**src/hw/rtl/dfabm_pkg.sv**
```systemverilog
// Shared types and constants of the byte-driven DFA matcher.
package dfabm_pkg;

   localparam int NODE_COUNT      = 1024;
   localparam int NODE_BITS       = $clog2(NODE_COUNT);
   localparam int SYMBOL_BITS     = 8;
   localparam int TRANS_DEPTH     = NODE_COUNT * (2 ** SYMBOL_BITS);
   localparam int TRANS_ADDR_BITS = NODE_BITS + SYMBOL_BITS;
   localparam int TAG_BITS        = 32;
   localparam int QUEUE_DEPTH     = 4;
   localparam int QUEUE_BITS      = $clog2(QUEUE_DEPTH);
   localparam int COUNT_BITS      = $clog2(QUEUE_DEPTH + 1);

   typedef logic [NODE_BITS-1:0]       node_type;
   typedef logic [SYMBOL_BITS-1:0]     symbol_type;
   typedef logic [TAG_BITS-1:0]        tag_type;
   typedef logic [TRANS_ADDR_BITS-1:0] trans_addr_type;

   localparam node_type DEAD_NODE   = node_type'(0);
   localparam node_type START_RESET = node_type'(1);

   typedef enum logic [1:0] {
      OP_WRITE_EDGE = 2'd0,
      OP_WRITE_NODE = 2'd1,
      OP_RESTART    = 2'd2,
      OP_DATA       = 2'd3
   } opcode_type;

   typedef enum logic [1:0] {
      ST_MORE   = 2'd0,
      ST_ACCEPT = 2'd1,
      ST_REJECT = 2'd2
   } status_type;

   typedef struct packed {
      opcode_type opcode;
      node_type   node;
      symbol_type symbol;
      node_type   target;
      logic       accepting;
      tag_type    tag;
      logic       last;
   } req_type;

   typedef struct packed {
      status_type status;
      tag_type    match_tag;
   } rsp_type;

   // Sweep that zeroes the transition and flag stores after reset.
   typedef struct packed {
      logic           busy;
      trans_addr_type addr;
   } clear_type;

   // A byte walk that ends in a result: the node reached and whether it is dead.
   typedef struct packed {
      logic     valid;
      node_type node;
      logic     dead;
   } lookup_type;

endpackage

```
**src/hw/rtl/dfabm_clear.sv**
```systemverilog
// Post-reset sweep that walks every transition address once.
module dfabm_clear (
   input  logic                 clock,
   input  logic                 reset,
   output dfabm_pkg::clear_type clear
);
   import dfabm_pkg::*;

   logic           busy_ff, busy_in;
   trans_addr_type addr_ff, addr_in;

   always_comb begin
      busy_in = busy_ff;
      addr_in = addr_ff;
      if (busy_ff) begin
         addr_in = addr_ff + trans_addr_type'(1);
         if (addr_ff == {TRANS_ADDR_BITS{1'b1}}) begin
            busy_in = 1'b0;
         end
      end
   end

   always_ff @(posedge clock) begin
      if (reset) begin
         busy_ff <= 1'b1;
         addr_ff <= '0;
      end else begin
         busy_ff <= busy_in;
         addr_ff <= addr_in;
      end
   end

   assign clear.busy = busy_ff;
   assign clear.addr = addr_ff;

   a_clear_ends_at_top: assert property (@(posedge clock) disable iff (reset)
      $fell(busy_ff) |-> ($past(addr_ff) == {TRANS_ADDR_BITS{1'b1}}))
      else $error("clear sweep stopped before the last address");

endmodule

```
**config.mk**
```make
export PLATFORM = sky130hd
export DESIGN_NAME = dfabm_clear
export DESIGN_NICKNAME = d
export VERILOG_FILES = /design/src/hw/rtl/dfabm_pkg.sv /design/src/hw/rtl/dfabm_clear.sv
export SDC_FILE = /design/constraint.sdc
export NUM_CORES = 1
export LEC_CHECK = 0
export BUFFER_PORTS_ARGS = -buffer_cell sky130_fd_sc_hd__buf_2
export CAP_MARGIN = 20
export CELL_PAD_IN_SITES_DETAIL_PLACEMENT = 1
export CELL_PAD_IN_SITES_GLOBAL_PLACEMENT = 2
export CORE_UTILIZATION = 25
export CTS_CLUSTER_DIAMETER = 50
export DETAILED_ROUTE_END_ITERATION = 16
export PLACE_DENSITY_LB_ADDON = 0.12
export SLEW_MARGIN = 20
export SYNTH_ARGS = -nofsm -noshare
export SYNTH_HDL_FRONTEND = slang
export SYNTH_SLANG_ARGS = --single-unit
```
**constraint.sdc**
```tcl
create_clock -name clock -period 1.88 [get_ports clock]
set_clock_uncertainty 0.15 [all_clocks]
set_input_delay 0.094 -clock clock [delete_from_list [all_inputs] [get_ports clock]]
set_output_delay 0.094 -clock clock [all_outputs]
set_load 0.01 [all_outputs]
```
==> results.txt <==
Synthesized area per cell - 9.59 um^2
Initial antenna violation count - 0
RR Endpoint - addr_ff[17]
Top delay family on crit path - simple AND/OR/NAND/NOR gates
P&R area growth vs syn - 27.6%
Vias in the first global route - 848
Worst Path Required - 1.88 ns
Hpwl dp - 1630 um
Cell breakdown of the critical path - and4_1, and4_1, nand4_2, mux2_4
Nets - 132
Slew Limit Fails - 0
Gpl congestion - 0.685
# H-tree levels - 1
Slew HR - 72.0%
Maxcap violations - 0
Hold Crit Start - reset
Area of the multi-input gates - 522 um^2
Clock sinks - 19
Crit path buf inv count - 0
Worst r2r src - addr_ff[10]
Kind of launch point of the worst setup path - register
Power per cell area - 623 mW/mm^2
Inserted Clock Buffers - 3
Tcrit/Tclk final - 88.5%
Share of flip-flops with an asynchronous set or reset - 0%
Post-route ant nets - 0
Die area - 0.00401 mm^2
Tot GR Track Use - 12.3%
Share of layout cells above drive strength 1 - 37.5%
Overflow after GRT - 0
Synthesis warning total - 0
Mapped Area - 940 um^2
TritonCTS clock tree - done
Power Total - 0.747 mW
CTS clk-pin slew, worst paths - 0.07 ns
# rows - 21
Count of final hold-check violations - 0
Worst Path Max Fanout - 6
Ports - 21
Drt total wl - 2170 um
Final worst slack - 0.216 ns
Reg2Reg Depth - 4
Clk_lat worst skew - 0.25 ns
CP endpoint kind - register
Post-synthesis sequential area ratio - 40.5%
Fin area - 0.00120 mm^2
Crit path from - addr_ff[10]
Max IR drop VDD - 0.000195 V
Slowest CP cell - dfxtp_1
Fillers - 442
Number of synthesized flops with an enable pin - 0
Syn Inst Count - 98
WHS Endpoint - addr_ff[12]
Hold Crit Class - primary input to register
First-pass GRT wire length - 3770 um
Syn_nets - 101
Min-Delay Path Depth - 2
RSZ-0062 raised after global routing - no
Vias per std cell - 4.58
Setup TNS - 0 ns
Synth cell types - 32
Diode count - 0
DP Area - 0.00115 mm^2
CTS Buffer Depth - 2
Largest net degree at the start of global routing - 24
R2R setup slack - 0.22 ns
#FFs+latches synth - 19
Clk Tree Root Cell - clkbuf_8
P_leak - 0.509 nW
Total core area - 0.00347 mm^2
First-pass DRT Iterations - 2
F_max - 601 MHz
Final setup fails - 0
CP max stage delay - 0.39 ns
Critical path class - register to register
CP arrival - 1.66 ns
Worst-Margin Slew - 0.421 ns
DRC viols - 0
Die Y - 63.3 um
Hold buffers post-CTS - 0
Initial DRC Count - 16
Top FF cell, synth - dfxtp_1
Util after Layout - 34.6%
Minimum clock period after layout - 1.66 ns
Pre-CTS setup slack - 0.163 ns
Most common cell on crit path - and4_1
Status - completed
Register area - 380 um^2
Die Width - 63.3 um
Initial Utilization - 27.1%
Vias after detailed routing - 797
Routed length per instance - 12.5 um
IO Port Bufs - 20
## how the worst max path moves through the flow
stage                        endpoint  cells past startpoint
after CTS                 addr_ff[14]                      5
final                     addr_ff[17]                      4
after global routing      addr_ff[14]                      5
after detailed placement  addr_ff[14]                      5
after global placement    addr_ff[10]                      5
after floorplan           addr_ff[14]                      5
## cell families (layout without fill, tap and decap cells)
family / count (synthesis) / count (layout) / synth area share (%)
AOI/OAI and AO/OA: 7 / 7 / 4.79
adders and majority gates: 1 / 1 / 1.33
buffers and inverters: 8 / 38 / 4.53
and+or+nand+nor: 48 / 48 / 33.2
DFF: 19 / 19 / 40.5
xor gates and xnor gates: 11 / 11 / 10.3
muxes: 4 / 4 / 5.46
## flip-flops by register name, summed over array words and instances, names as in the netlist
| register | count |
|---|---|
| addr_ff | 18 |
| busy_ff | 1 |
## cell usage after synthesis (3+ instances only)
library cell  number  area share, %
nand2_1            5            2.0
nor2b_1            3            2.0
nor2_1            16            6.4
a21oi_1            3            1.6
inv_1              3            1.2
buf_4              3            2.4
xnor2_1            8            7.5
nand3_1            3            1.6
dfxtp_1           19             40
xor2_1             3            2.8
nor3_1             3            1.6
nand4_1            4            2.7
## placed cells by master (no fill, tap or decap)
cell	n
nor3_1	3
a21o_1	1
and4_1	2
dfxtp_1	19
xor2_1	3
nor2_1	16
nand2_2	1
nand2b_1	1
o21ai_0	1
nand3_1	2
mux2_4	2
nand3_2	2
mux2_1	1
nor2b_1	3
nor3_4	2
xnor2_1	8
mux2i_1	1
nand4_4	1
clkbuf_1	1
nor4_2	2
nand4_2	1
inv_1	3
nand4_1	4
nor4b_2	1
buf_4	11
nand2_1	5
clkbuf_8	3
or3_1	1
a31o_2	2
nor4_1	1
a21oi_1	3
ha_1	1
buf_2	20
## layer usage
metal / up-vias / part of all wire [%] / wire length, um / track usage (%)
li1: 396 / - / - / -
met1: 387 / 48 / 1040 / 15.5
met2: 12 / 48 / 1030 / 19.8
met3: 2 / 3.5 / 75 / 2.54
met4: 0 / 0.88 / 19 / 5.97
met5: - / 0 / 0 / 0
## area by class of cell
cell class	instances	share of cell area, %
Multi-Input combinational cell	71	43.5
Sequential cell	19	31.7
Timing Repair Buffer	31	15.2
Tap cell	46	4.80
Clock buffer	4	3.76
Inverter	3	0.939
## report_power, final
group          internal [mW]  switching, mW
Clock                  0.151          0.138
Sequential             0.408        0.00576
Combinational         0.0178         0.0265
## stage by stage
step                hold slack, ns  std cells
floorplan                    0.162         98
detailed placement           0.369        170
global placement             0.365        170
finish                      0.0984        174
CTS                         0.0983        174
global route                 0.120        174
## repair_timing
item                                    CTS  global route
buffers inserted                          0             0
gates resized for setup                   0             1
endpoints found under the setup margin    0             1
No activity file was read; power rests on OpenSTA's default activity.
